--- config.mk ---
export PLATFORM = sky130hd
export DESIGN_NAME = can_segment_reassembler_top
export DESIGN_NICKNAME = d
export VERILOG_FILES = /design/src/design/csr_pkg.sv /design/src/design/can_segment_reassembler_top.sv /design/src/design/csr_front.sv /design/src/design/csr_queue.sv /design/src/design/csr_back.sv
export SDC_FILE = /design/constraint.sdc
export NUM_CORES = 1
export LEC_CHECK = 0
export ABC_AREA = 1
export BUFFER_PORTS_ARGS = -buffer_cell sky130_fd_sc_hd__buf_4
export CORE_ASPECT_RATIO = 1.25
export CORE_MARGIN = 8
export CORE_UTILIZATION = 60
export DETAILED_ROUTE_END_ITERATION = 7
export PLACE_DENSITY = 0.91
export SETUP_SLACK_MARGIN = 0.4
export SLEW_MARGIN = 10
export SYNTH_ARGS = -nofsm -noshare
export SYNTH_HDL_FRONTEND = slang
export SYNTH_SLANG_ARGS = --single-unit
--- constraint.sdc ---
create_clock -name i_clk -period 11.9 [get_ports i_clk]
set_clock_uncertainty 0.2 [all_clocks]
set_input_delay 1.19 -clock i_clk [delete_from_list [all_inputs] [get_ports i_clk]]
set_output_delay 1.19 -clock i_clk [all_outputs]
set_load 0.01 [all_outputs]
--- src/design/csr_pkg.sv ---
// Shared types and constants for the CAN segment reassembler.
// Used by every module of the block; depends on nothing.
package csr_pkg;

    // Result status codes
    localparam logic [2:0] ST_SINGLE  = 3'd0;
    localparam logic [2:0] ST_FIRST   = 3'd1;
    localparam logic [2:0] ST_GENERAL = 3'd2;
    localparam logic [2:0] ST_LAST    = 3'd3;
    localparam logic [2:0] ST_ERROR   = 3'd4;

    // Header and segment byte fields
    localparam logic [5:0] NODE_MASK     = 6'h3F;
    localparam logic [1:0] SEG_TYPE_FIRST = 2'b00;
    localparam logic [1:0] SEG_TYPE_GEN  = 2'b01;
    localparam logic [1:0] SEG_TYPE_LAST = 2'b10;

    localparam logic [3:0] DLC_MAX     = 4'd8;
    localparam logic [2:0] SEG_PAYLOAD = 3'd6;
    localparam logic [6:0] NO_SEQUENCE = 7'd64;
    localparam int         NUM_PAY     = 7;

    // Queue between classifier and state engine
    localparam int QUEUE_DEPTH = 2;
    localparam int QPTR_W      = (QUEUE_DEPTH > 1) ? $clog2(QUEUE_DEPTH) : 1;
    localparam int QCNT_W      = $clog2(QUEUE_DEPTH + 1);

    typedef struct packed {
        logic [10:0] frame_id;
        logic        is_extended;
        logic [3:0]  frame_length;
        logic [7:0]  byte0;
        logic [7:0]  byte1;
        logic [7:0]  byte2;
        logic [7:0]  byte3;
        logic [7:0]  byte4;
        logic [7:0]  byte5;
        logic [7:0]  byte6;
        logic [7:0]  byte7;
    } t_in_item;

    typedef struct packed {
        logic [2:0] status;
        logic [8:0] payload_offset;
        logic [2:0] payload_count;
        logic [7:0] pay0;
        logic [7:0] pay1;
        logic [7:0] pay2;
        logic [7:0] pay3;
        logic [7:0] pay4;
        logic [7:0] pay5;
        logic [7:0] pay6;
        logic [8:0] message_length;
        logic [6:0] packets_so_far;
    } t_out_item;

    // Classified frame as it waits for the state engine
    typedef struct packed {
        logic [2:0]                 kind;   // status code before id/sequence checks
        logic [10:0]                frame_id;
        logic [5:0]                 seq;
        logic [2:0]                 count;
        logic [NUM_PAY-1:0][7:0]    pay;
    } t_cls_item;

    typedef struct packed {
        logic full;
        logic nonempty;
    } t_q_stat;

endpackage

--- src/design/can_segment_reassembler_top.sv ---
// A result passes through the queue and then the state engine's result register:
// the input transfer writes the queue, and the engine loads its result register when it pops the queue.
// Throughput: one frame per cycle while the output is not stalled.
// A two-entry queue lets input and output stall independently.
// Reset (synchronous, active low) empties the queue and output, clears the
// stored id and length and sets the expected sequence to 64.
module can_segment_reassembler_top (
    input  logic               i_clk,
    input  logic               i_rst_n,
    input  logic               i_in_valid,
    output logic               o_in_ready,
    input  csr_pkg::t_in_item  i_in_data,
    output logic               o_out_valid,
    input  logic               i_out_ready,
    output csr_pkg::t_out_item o_out_data
);

    csr_pkg::t_cls_item cls;
    csr_pkg::t_cls_item head;
    csr_pkg::t_q_stat   q_stat;
    logic               push;
    logic               pop;

    assign o_in_ready = !q_stat.full;
    assign push       = i_in_valid && o_in_ready;

    csr_front u_front (
        .i_item (i_in_data),
        .o_cls  (cls)
    );

    csr_queue u_queue (
        .i_clk   (i_clk),
        .i_rst_n (i_rst_n),
        .i_push  (push),
        .i_data  (cls),
        .i_pop   (pop),
        .o_head  (head),
        .o_stat  (q_stat)
    );

    csr_back u_back (
        .i_clk       (i_clk),
        .i_rst_n     (i_rst_n),
        .i_head      (head),
        .i_q_stat    (q_stat),
        .o_pop       (pop),
        .o_out_valid (o_out_valid),
        .i_out_ready (i_out_ready),
        .o_out_data  (o_out_data)
    );

endmodule

--- src/design/csr_front.sv ---
// Frame classifier: header and node-id checks, packet type, payload selection.
// Stateless; depends on csr_pkg.
module csr_front (
    input  csr_pkg::t_in_item  i_item,
    output csr_pkg::t_cls_item o_cls
);

    logic [3:0]  dlc;
    logic        hdr_ok;
    logic [1:0]  seg_type;
    logic        seg_first_idx;  // 1: payload starts at byte1, 0: at byte2
    logic [7:0]  d [8];
    logic [2:0]  kind;
    logic [2:0]  count;
    logic [csr_pkg::NUM_PAY-1:0][7:0] pay;

    assign d[0] = i_item.byte0;
    assign d[1] = i_item.byte1;
    assign d[2] = i_item.byte2;
    assign d[3] = i_item.byte3;
    assign d[4] = i_item.byte4;
    assign d[5] = i_item.byte5;
    assign d[6] = i_item.byte6;
    assign d[7] = i_item.byte7;

    assign dlc      = (i_item.frame_length > csr_pkg::DLC_MAX) ? csr_pkg::DLC_MAX
                                                               : i_item.frame_length;
    assign hdr_ok   = !i_item.is_extended &&
                      ((i_item.frame_id[5:0] & csr_pkg::NODE_MASK) ==
                       (i_item.byte0[5:0] & csr_pkg::NODE_MASK));
    assign seg_type = i_item.byte1[7:6];

    always_comb begin
        kind          = csr_pkg::ST_ERROR;
        count         = 3'd0;
        seg_first_idx = 1'b0;
        if (hdr_ok) begin
            if (!i_item.byte0[7]) begin
                seg_first_idx = 1'b1;
                if (dlc != 4'd0) begin
                    kind  = csr_pkg::ST_SINGLE;
                    count = 3'(dlc - 4'd1);
                end
            end else if (i_item.byte1 == 8'd0 && dlc == csr_pkg::DLC_MAX) begin
                kind  = csr_pkg::ST_FIRST;
                count = csr_pkg::SEG_PAYLOAD;
            end else if (seg_type == csr_pkg::SEG_TYPE_GEN && dlc == csr_pkg::DLC_MAX) begin
                kind  = csr_pkg::ST_GENERAL;
                count = csr_pkg::SEG_PAYLOAD;
            end else if (seg_type == csr_pkg::SEG_TYPE_LAST && dlc >= 4'd2) begin
                kind  = csr_pkg::ST_LAST;
                count = 3'(dlc - 4'd2);
            end
        end
    end

    // Zero bytes beyond the payload count
    always_comb begin
        for (int i = 0; i < csr_pkg::NUM_PAY; i++) begin
            pay[i] = 8'd0;
            if (3'(i) < count) begin
                if (seg_first_idx) begin
                    pay[i] = d[i + 1];
                end else if (i < csr_pkg::NUM_PAY - 1) begin
                    pay[i] = d[i + 2];
                end
            end
        end
    end

    assign o_cls = {kind, i_item.frame_id, i_item.byte1[5:0], count, pay};

endmodule

--- src/design/csr_queue.sv ---
// Short FIFO of classified frames between classifier and state engine.
// Depends on csr_pkg.
module csr_queue (
    input  logic               i_clk,
    input  logic               i_rst_n,
    input  logic               i_push,
    input  csr_pkg::t_cls_item i_data,
    input  logic               i_pop,
    output csr_pkg::t_cls_item o_head,
    output csr_pkg::t_q_stat   o_stat
);

    csr_pkg::t_cls_item               r_mem [csr_pkg::QUEUE_DEPTH];
    logic [csr_pkg::QPTR_W-1:0]       r_wptr, n_wptr;
    logic [csr_pkg::QPTR_W-1:0]       r_rptr, n_rptr;
    logic [csr_pkg::QCNT_W-1:0]       r_cnt, n_cnt;

    function automatic logic [csr_pkg::QPTR_W-1:0] ptr_inc(
        input logic [csr_pkg::QPTR_W-1:0] p
    );
        if (p == csr_pkg::QPTR_W'(csr_pkg::QUEUE_DEPTH - 1)) begin
            return '0;
        end
        return p + csr_pkg::QPTR_W'(1);
    endfunction

    always_comb begin
        n_wptr = i_push ? ptr_inc(r_wptr) : r_wptr;
        n_rptr = i_pop  ? ptr_inc(r_rptr) : r_rptr;
        n_cnt  = r_cnt;
        if (i_push && !i_pop) begin
            n_cnt = r_cnt + csr_pkg::QCNT_W'(1);
        end else if (!i_push && i_pop) begin
            n_cnt = r_cnt - csr_pkg::QCNT_W'(1);
        end
    end

    always_ff @(posedge i_clk) begin
        if (!i_rst_n) begin
            r_wptr <= '0;
            r_rptr <= '0;
            r_cnt  <= '0;
        end else begin
            r_wptr <= n_wptr;
            r_rptr <= n_rptr;
            r_cnt  <= n_cnt;
        end
    end

    always_ff @(posedge i_clk) begin
        if (i_push) begin
            r_mem[r_wptr] <= i_data;
        end
    end

    assign o_head          = r_mem[r_rptr];
    assign o_stat.full     = (r_cnt == csr_pkg::QCNT_W'(csr_pkg::QUEUE_DEPTH));
    assign o_stat.nonempty = (r_cnt != '0);

endmodule

--- src/design/csr_back.sv ---
// State engine: id and sequence checks, message state update, result register.
// Depends on csr_pkg.
module csr_back (
    input  logic                i_clk,
    input  logic                i_rst_n,
    input  csr_pkg::t_cls_item  i_head,
    input  csr_pkg::t_q_stat    i_q_stat,
    output logic                o_pop,
    output logic                o_out_valid,
    input  logic                i_out_ready,
    output csr_pkg::t_out_item  o_out_data
);

    logic [10:0]        r_id, n_id;
    logic [6:0]         r_exp, n_exp;
    logic [8:0]         r_len, n_len;
    logic               r_valid;
    csr_pkg::t_out_item r_out, n_out;
    logic               cont_ok;
    logic [2:0]         status;
    logic [8:0]         seq9;

    assign o_pop   = i_q_stat.nonempty && (!r_valid || i_out_ready);
    assign cont_ok = (i_head.frame_id == r_id) && ({1'b0, i_head.seq} == r_exp);
    assign seq9    = {3'b000, i_head.seq};

    always_comb begin
        n_id  = r_id;
        n_exp = r_exp;
        n_len = r_len;
        status = csr_pkg::ST_ERROR;
        case (i_head.kind)
            csr_pkg::ST_SINGLE, csr_pkg::ST_FIRST: begin
                status = i_head.kind;
                n_id   = i_head.frame_id;
                n_exp  = 7'd1;
                n_len  = {6'd0, i_head.count};
            end
            csr_pkg::ST_GENERAL, csr_pkg::ST_LAST: begin
                if (cont_ok) begin
                    status = i_head.kind;
                    n_exp  = r_exp + 7'd1;
                    n_len  = r_len + {6'd0, i_head.count};
                end
            end
            default: begin
                status = csr_pkg::ST_ERROR;
            end
        endcase

        n_out.status         = status;
        n_out.message_length = n_len;
        n_out.packets_so_far = n_exp;
        if (status == csr_pkg::ST_ERROR) begin
            n_out.payload_count  = 3'd0;
            n_out.payload_offset = 9'd0;
            n_out.pay0 = 8'd0;
            n_out.pay1 = 8'd0;
            n_out.pay2 = 8'd0;
            n_out.pay3 = 8'd0;
            n_out.pay4 = 8'd0;
            n_out.pay5 = 8'd0;
            n_out.pay6 = 8'd0;
        end else begin
            n_out.payload_count = i_head.count;
            // sequence * 6 for continuations
            n_out.payload_offset = (status == csr_pkg::ST_GENERAL ||
                                    status == csr_pkg::ST_LAST)
                                   ? (seq9 << 2) + (seq9 << 1) : 9'd0;
            n_out.pay0 = i_head.pay[0];
            n_out.pay1 = i_head.pay[1];
            n_out.pay2 = i_head.pay[2];
            n_out.pay3 = i_head.pay[3];
            n_out.pay4 = i_head.pay[4];
            n_out.pay5 = i_head.pay[5];
            n_out.pay6 = i_head.pay[6];
        end
    end

    always_ff @(posedge i_clk) begin
        if (!i_rst_n) begin
            r_id    <= 11'd0;
            r_exp   <= csr_pkg::NO_SEQUENCE;
            r_len   <= 9'd0;
            r_valid <= 1'b0;
        end else begin
            if (o_pop) begin
                r_id    <= n_id;
                r_exp   <= n_exp;
                r_len   <= n_len;
                r_valid <= 1'b1;
            end else if (i_out_ready) begin
                r_valid <= 1'b0;
            end
        end
    end

    // Hold the result until transfer
    always_ff @(posedge i_clk) begin
        if (o_pop) begin
            r_out <= n_out;
        end
    end

    assign o_out_valid = r_valid;
    assign o_out_data  = r_out;

endmodule

==> results of run 1 <==
## critical path: cells and delay by family (launching register included)
kind                   cells  cell delay (ps)
and+or+nand+nor            5              820
DFF                        1              330
buffers and inverters      5             2230
## synth_stat cells, types with 2 or more instances
cell type	instances	share of area, %
clkinv_1	2	0.058
nand3_1	55	2.1
nor3_1	6	0.23
nor2_8	2	0.31
inv_2	5	0.14
a21oi_1	60	2.3
nor2_2	3	0.14
buf_2	9	0.35
nand2_1	453	13
ha_1	12	1.2
o21bai_1	2	0.12
o22ai_1	3	0.14
nand4_1	19	0.92
buf_6	13	1.1
nand2_4	3	0.26
dfxtp_1	33	5.1
or2_2	8	0.39
nor2_1	71	2.1
clkbuf_8	3	0.32
clkbuf_1	22	0.64
xor2_1	10	0.68
nand3_2	3	0.23
nor2_4	2	0.17
inv_1	126	3.7
buf_12	2	0.31
o21ai_0	31	1.2
fa_1	2	0.31
edfxtp_1	244	57
a21oi_2	56	3.8
o21ai_2	3	0.20
nand2_2	18	0.87
## power by group through the flow
stage,Sequential (W),Clock (W),Combinational [W]
final,0.00148,0.000853,0.00113
after floorplan,0.00155,0,0.000664
after global routing,0.00149,0.000891,0.00124
after global placement,0.00148,0,0.00107
after CTS,0.00147,0.000859,0.00113
after detailed placement,0.00149,0,0.00112
## worst max path at each step
stage | start | to | slack (ps) | depth (start not counted)
detailed placement | flop | u_back.o_out_data[72]$_SDFFCE_PN0P_ | 8050 | 10
finish | flop | u_back.o_out_data[72]$_SDFFCE_PN0P_ | 7980 | 10
floorplan | i_in_valid | u_queue.r_mem[1][0]$_DFFE_PP_ | 6590 | 2
global placement | flop | u_back.o_out_data[72]$_SDFFCE_PN0P_ | 8080 | 10
global route | flop | u_back.o_out_data[64]$_SDFFCE_PN0P_ | 7780 | 14
CTS | flop | u_back.o_out_data[72]$_SDFFCE_PN0P_ | 8020 | 10
## logic make-up (layout without fill, tap and decap cells)
| group | after synthesis | after routing | synth area share (%) |
|---|---|---|---|
| XOR/XNOR | 11 | 11 | 0.7440 |
| other | 1 | 2 | 0.02896 |
| AND/OR/NAND/NOR | 649 | 649 | 21.41 |
| buffers and inverters | 184 | 360 | 6.725 |
| adder cells (fa/ha/maj) | 14 | 14 | 1.469 |
| AO/OA/AOI/OAI | 158 | 158 | 7.933 |
| flip-flops | 277 | 277 | 61.69 |
## cell type report
class,count,area share (%)
flip-flops and latches,277,52.61
multi-input cells,833,27.11
repair buffers,178,8.800
clock buffers,34,4.960
inverters,133,3.296
well taps,279,2.299
clock inverters,15,0.9146
diodes,1,0.01648
## layer usage
metal | global-route usage, % | vias to the layer above | part of all wire (%)
met5 | 0 | - | 0
met4 | 10.59 | 0 | 4.2
met3 | 5.402 | 101 | 9.5
met2 | 41.18 | 511 | 51
met1 | 25.62 | 4560 | 35
li1 | - | 4588 | -
## sequential cells by signal, summed over array words and instances (netlist names), named ones only
name                cells
u_back.o_out_data      86
u_back.r_id            11
u_back.o_out_valid      1
u_queue.r_wptr          1
u_queue.r_mem         158
u_back.r_len            9
u_queue.r_cnt           2
u_queue.r_rptr          1
u_back.r_exp            7
## stage by stage
step	utilization, %	setup WS, ps	hold WS [ps]	instance area (sq um)
floorplan	-	6586	225.5	12950
finish	70.98	7983	265.1	15190
global placement	66.80	8082	225.3	14290
global route	70.98	7780	276.9	15190
detailed placement	66.80	8046	242.9	14290
CTS	70.96	8024	252.5	15180
==> flow_summary.toml, run 1 <==
[sta]
worstMarginPinSlew_ps = 1114
relSlewSlack_pct = 25.74
tns_ps = 0
slew_viol_final = 0
finalSetupViolCount = 0
hold_viol_final = 0
fin_crit_sh_pct = 32.92
finalCriticalPeriod_ps = 3917
max_freq_mhz = 255.3
rsz0062_at_grt = "false"

[pwr]
switchingPower_w = 0.001210
vdd_drop_max_uv = 228.8
p_total_w = 0.003455
p_comb_share_pct = 32.6
power.share.sequential_pct = 42.7
power.leakage_nw = 6.520
switching_share_pct = 35.03
p_int_w = 0.002245
power_frac_clock_pct = 24.7
power.density_nw_per_um2 = 227.5

[critical_path]
critPathRequiredTime_ps = 11920
reg2reg_depth = 10
crit_chain = "buf_4 -> or2_2 -> nand2_1 -> inv_1 -> nor2_1 -> inv_1 -> nand2_2 -> clkinv_2 -> buf_4 -> nor2_1"
startpoint_type = "flop"
critical_path_class = "flop to flop"
cpPeakStageDelay_ps = 770
arrival_ps = 3940
r2r_slack_ps = 7980
r2r-end = "u_back.o_out_data[72]$_SDFFCE_PN0P_"
cpMaxStageDelayCell = "buf_4"
worstPathMaxFanout = 83
critPathCaptureType = "flop"

[run]
max_cap_violations = 0

[grt]
grt_usage_pct = 23.13
antenna_found_initial = 1
grt_overflow = 0
grt_max_degree = 84
grt_pass1_wl_mm = 49.62
grt_pass1_vias = 9890

[die]
fp.dieW_um = 147.4
die_h_um = 180.2
coreArea_sq_um = 21400
dieArea_sq_um = 26570
initial_core_util_pct = 60.52
io_pins = 173
rows = 60

[placed_design]
gp_congestion = 0.8977
hpwl_mm = 20.74
dpl.cell_count = 1700
port_buffers = 170

[clock_tree]
cts.sinks = 277
cts_buffers = 27
cts_setup_buffers = 0
path_clk_slew_ps = 70
cts_hold_buf = 0
cts_resized = 0
clk_path_buf_depth = 3
cts_tree = "built"
root_buffer = "clkbuf_16"
clock_latency_ps = 530
htreeDepth = 1

[yosys]
yosysUniqueCellTypes = 44
syn-num-nets = 1392
synthCells = 1294
synth_top_flop_cell = "edfxtp_1"
synth-edff-count = 244
syn_area_sq_um = 12950
ys_warn_count = 0
syn_area_per_cell_sq_um = 10.01
synthArstFlopShare_pct = 0
ys_ff_latch = 277
ys_seq_area_share_pct = 61.69

[layout]
final_cells = 1750
final_cell_mix = "nand2_1 (453), edfxtp_1 (244), buf_4 (178)"
final.fill_count = 1411
final_common_cell = "nand2_1"
drive_gt1_share_pct = 22.65
multi_input_area_sq_um = 4116
area_growth_pct = 17.28
register_area_sq_um = 7989
fin_nets = 1548

[routing]
vias_per_cell = 5.577
vias = 9760
drt_iter0_drc = 886
post_drt_wl_per_cell_um = 18.03
drcViolationCount = 0
ant_nets = 0
wirelength_mm = 31.55
first_pass_iters = 6

[hold_path]
hold_depth = 1
hold_start = "u_queue.r_rptr$_SDFFE_PN0P_"
hp-class = "flop to flop"

[run_status]
status = "finished, final reports clean"
Power figures use the tool's default switching activity.
==> inputs of run 2 (changes only) <==
- CORE_UTILIZATION: 60 -> 52
- PLACE_DENSITY: 0.91 -> 0.84
- clock period: 11.9 -> 3.6 ns (I/O delays scaled with it)
==> flow_summary.toml, run 2 (synthesis gave the netlist of run 1 again) <==
[run_status]
status = "finished, final reports clean"

[die]
initial_core_util_pct = 52.84
die_h_um = 192.4
io_pins = 173
dieArea_sq_um = 30240
fp.dieW_um = 157.1
rows = 64
coreArea_sq_um = 24500

[critical_path]
critPathCaptureType = "flop"
crit_path_end = "u_queue.r_mem[0][51]$_DFFE_PP_"
crit_chain = "dlygate4sd3_1 -> buf_4 -> xor2_1 -> nor4_1 -> and2_1 -> nand2_1 -> a21oi_1 -> nand3_1 -> nor2_1"
reg2reg_depth = 11
startpoint_type = "primary input"
setup.worst_path.start = "i_in_data[73]"
critical_path_class = "primary input to flop"
r2r_slack_ps = 660
arrival_ps = 3090
cpPeakStageDelay_ps = 530
r2r-end = "u_back.o_out_data[72]$_SDFFCE_PN0P_"
cpMaxStageDelayCell = "dlygate4sd3_1"
worst-path-buf-inv = 2
critical_path_depth = 9
critPathRequiredTime_ps = 3740
worstPathMaxFanout = 9
crit_family = "simple AND/OR/NAND/NOR gates"

[routing]
post_drt_wl_per_cell_um = 17.40
drt_iter0_drc = 661
first_pass_iters = 5
wirelength_mm = 31.86
ant_nets = 0
vias = 9767
vias_per_cell = 5.334
drcViolationCount = 0

[pwr]
vdd_drop_max_uv = 429.4
power.density_nw_per_um2 = 740.5
power.leakage_nw = 6.671

[clock_tree]
htreeDepth = 1
root_buffer = "clkbuf_16"
cts_tree = "built"
cts_buffers = 27
clock_latency_ps = 530
cts.sinks = 277
clk_path_buf_depth = 3
path_clk_slew_ps = 60

[grt]
grt_overflow = 0
antenna_found_initial = 1
grt_usage_pct = 20.97
grt_pass1_vias = 9759
grt_pass1_wl_mm = 50.14
grt_max_degree = 81

[run]
max_cap_violations = 0

[sta]
tns_ps = 0
fin_crit_sh_pct = 82.02
max_freq_mhz = 338.7
hold_viol_final = 0
slew_viol_final = 0
rsz0062_at_grt = "false"
worstMarginPinSlew_ps = 810.9
finalSetupViolCount = 0
relSlewSlack_pct = 45.94
finalCriticalPeriod_ps = 2953

[layout]
final_common_cell = "nand2_1"
final_cell_mix = "nand2_1 (452), edfxtp_1 (244), buf_4 (183)"
fin_nets = 1578
drive_gt1_share_pct = 22.60
utilization_pct = 63.64
area_growth_pct = 20.43
largest_reg_flops = 158
top_register = "u_queue.r_mem"

[placed_design]
gp_congestion = 0.9072
port_buffers = 170
hpwl_mm = 21.20

[hold_path]
hp-class = "primary input to flop"
[run 2: report_power, final]
part / switching, W / internal, W / total [W]
Sequential: 0.000372 / 0.00451 / 0.00488
Clock: 0.00116 / 0.00171 / 0.00287
Combinational: 0.00245 / 0.00135 / 0.00380
[run 2: metrics by stage]
step | cells | cell area (sq um) | hold slack, ps | power [W] | setup slack, ps
final | 1831 | 15590 | 29.00 | 0.01155 | 647.4
after detailed placement | 1757 | 14450 | 240.5 | 0.008663 | 449.1
after CTS | 1825 | 15540 | 13.61 | 0.01155 | 446.4
after floorplan | 1294 | 12950 | 225.5 | 0.007280 | 269.9
after global routing | 1831 | 15590 | 30.41 | 0.01219 | 463.7
after global placement | 1757 | 14450 | 222.3 | 0.008537 | 510.9
[run 2: worst min-delay path: cells and delay by family]
kind                   cells  cell delay (ps)
buffers and inverters      2              160
AND/OR/NAND/NOR            3              140
[run 2: cell type report]
| type | instances | area (sq um) |
|---|---|---|
| fillers | 1877 | 8910 |
| flip-flops and latches | 277 | 7991 |
| multi-input cells | 833 | 4119 |
| repair buffers | 208 | 1667 |
| clock buffers | 39 | 740.7 |
| inverters | 133 | 506.7 |
| well taps | 330 | 412.9 |
| clock inverters | 10 | 153.9 |
| diodes | 1 | 2.502 |
[run 2: worst min-delay path by stage]
stage	startpoint	end	slack [ps]	depth (start not counted)
CTS	i_in_data[46]	u_queue.r_mem[0][6]$_DFFE_PP_	10	5
global route	i_in_data[1]	u_queue.r_mem[1][49]$_DFFE_PP_	30	3
floorplan	u_queue.r_rptr$_SDFFE_PN0P_	flop	230	1
detailed placement	u_queue.r_rptr$_SDFFE_PN0P_	flop	240	1
global placement	u_queue.r_rptr$_SDFFE_PN0P_	flop	220	1
finish	i_in_data[43]	u_queue.r_mem[1][11]$_DFFE_PP_	30	5
[run 2: layer usage]
layer	up-vias	share of wire [%]	global-route usage [%]
li1	4645	-	-
met1	4599	36	24.50
met2	444	51	36.84
met3	79	9.7	5.198
met4	0	3.2	7.667
met5	-	0	0
[run 2: timing repair]
action                                  4_1_cts  5_1_grt
hold buffers                                 19        0
buffers inserted                              0        5
hold endpoints to repair                     43        0
resized for setup                             0        6
endpoints found under the setup margin        0       79
==> inputs of run 3 (changes only) <==
- CORE_UTILIZATION: 52 -> 58
- PLACE_DENSITY: 0.84 -> 0.88
- clock period: 3.6 -> 2.95 ns (I/O delays scaled with it)
==> flow_summary.toml, run 3 (synthesis gave the netlist of run 1 again) <==
[grt]
grt_max_degree = 108
grt_pass1_wl_mm = 52.11
grt_overflow = 0
grt_pass1_vias = 10150
grt_usage_pct = 23.98
antenna_found_initial = 0

[placed_design]
port_buffers = 170
place_area_sq_um = 14520
dpl.cell_count = 1719
gp_congestion = 0.8678
place_ws_ps = 222.8
hpwl_mm = 20.63

[sta]
rsz0062_at_grt = "true"
fin_ws_ps = 386.1
relSlewSlack_pct = 59.75
fin_crit_sh_pct = 86.91
hold_viol_final = 0
hold_slack_ps = 11.71
finalCriticalPeriod_ps = 2564
slew_viol_final = 0
max_freq_mhz = 390.0
worstMarginPinSlew_ps = 603.7
finalSetupViolCount = 0

[routing]
post_drt_wl_per_cell_um = 18.75
ant_nets = 0
vias = 10320
drt_iter0_drc = 894
wirelength_mm = 34.35
drcViolationCount = 0
first_pass_iters = 5
vias_per_cell = 5.635

[clock_tree]
cts.sinks = 277
clock_latency_ps = 530
root_buffer = "clkbuf_16"
cts_tree = "built"
path_clk_slew_ps = 60
htreeDepth = 1
clk_path_buf_depth = 3
cts_buffers = 26

[layout]
drive_gt1_share_pct = 25.82
final_cells = 1832
diodes = 0
final_cell_mix = "nand2_1 (443), edfxtp_1 (244), buf_4 (184)"
final.fill_count = 1328
top_register = "u_queue.r_mem"
area_growth_pct = 25.87
fin_area_sq_um = 16300
fin_nets = 1627
largest_reg_flops = 158
final_common_cell = "nand2_1"

[critical_path]
critPathRequiredTime_ps = 3030
startpoint_type = "flop"
cpPeakStageDelay_ps = 410
crit_chain = "buf_12 -> nand2_1 -> nand2_2 -> ha_1 -> inv_1 -> fa_1 -> nor2_2 -> nor2_1 -> o21bai_1 -> or2_2 -> a21oi_1"
critPathCaptureType = "flop"
arrival_ps = 2640
worstPathMaxFanout = 23
cpMaxStageDelayCell = "dfxtp_4"
critical_path_class = "flop to flop"

[run]
max_cap_violations = 0

[die]
io_pins = 173
dieArea_sq_um = 27390
initial_core_util_pct = 58.70
coreArea_sq_um = 22060
rows = 61
die_h_um = 183.1
fp.dieW_um = 149.6

[run_status]
status = "finished, final reports clean"

[hold_path]
hp-class = "primary input to flop"
hold_start = "i_in_data[47]"

[pwr]
vdd_drop_max_uv = 1621
power.density_nw_per_um2 = 885.1
power.leakage_nw = 6.944
-- run 3: changes by cell type in the layout (fill, tap and decap cells not counted), sizes merged, moves of 4 or more --
cell and change:
buf +12, clkbuf -9, clkinvlp +4, dlygate4sd3 +35, clkinv +5
-- run 3: repair_timing --
| item | CTS | global route |
|---|---|---|
| resized for setup | 15 | 52 |
| hold endpoints to repair | 111 | 0 |
| buffers inserted | 6 | 2 |
| cloned | 0 | 2 |
| pin swaps | 5 | 13 |
| endpoints found under the setup margin | 88 | 198 |
| hold buffers | 55 | 0 |
-- run 3: worst paths after layout --
check        slack, ps  cells after the start                                  end
min                 10                      5        u_queue.r_mem[1][7]$_DFFE_PP_
max                390                     11  u_back.o_out_data[81]$_SDFFCE_PP0P_
min reg2reg        280                      1                                 flop
max reg2reg        390                     11  u_back.o_out_data[81]$_SDFFCE_PP0P_
-- run 3: power breakdown --
part           leakage (nW)  internal, W  switching (W)
clock                 0.426      0.00197        0.00148
sequential             2.63      0.00550       0.000474
combinational          3.89      0.00186        0.00315
-- run 3: through the flow --
stage	util (%)	TNS [ps]	power, W
3_5_place_dp	65.82	0	0.01062
2_1_floorplan	-	-58800	0.008896
5_1_grt	73.89	0	0.01513
6_report	73.89	0	0.01443
3_3_place_gp	65.82	0	0.01041
4_1_cts	72.79	0	0.01421
-- run 3: cell type report --
class                   count  area (sq um)  share of cell area, %
well taps                 283         354.1                  2.173
flip-flops and latches    277          7991                  49.03
clock buffers              29         693.2                  4.253
multi-input cells         834          4302                  26.39
inverters                 133         514.2                  3.155
repair buffers            257          2255                  13.83
clock inverters            19         188.9                  1.159
-- run 3: worst max-delay path, delay by kind of cell, from the launching register on --
kind,cells,cell delay [ps]
AO/OA/AOI/OAI,2,250
adder cells (fa/ha/maj),2,590
buffers and inverters,2,250
flip-flops,1,410
AND/OR/NAND/NOR,5,610
-- run 3: layer usage --
| metal | share of wire (%) | wire length (um) | global-route usage, % | vias up |
|---|---|---|---|---|
| met4 | 4.8 | 1632 | 11.13 | 0 |
| li1 | - | - | - | 4743 |
| met2 | 51 | 17440 | 42.31 | 637 |
| met1 | 34 | 11810 | 27.23 | 4821 |
| met3 | 10 | 3464 | 5.030 | 123 |
| met5 | 0 | 0 | 0 | - |
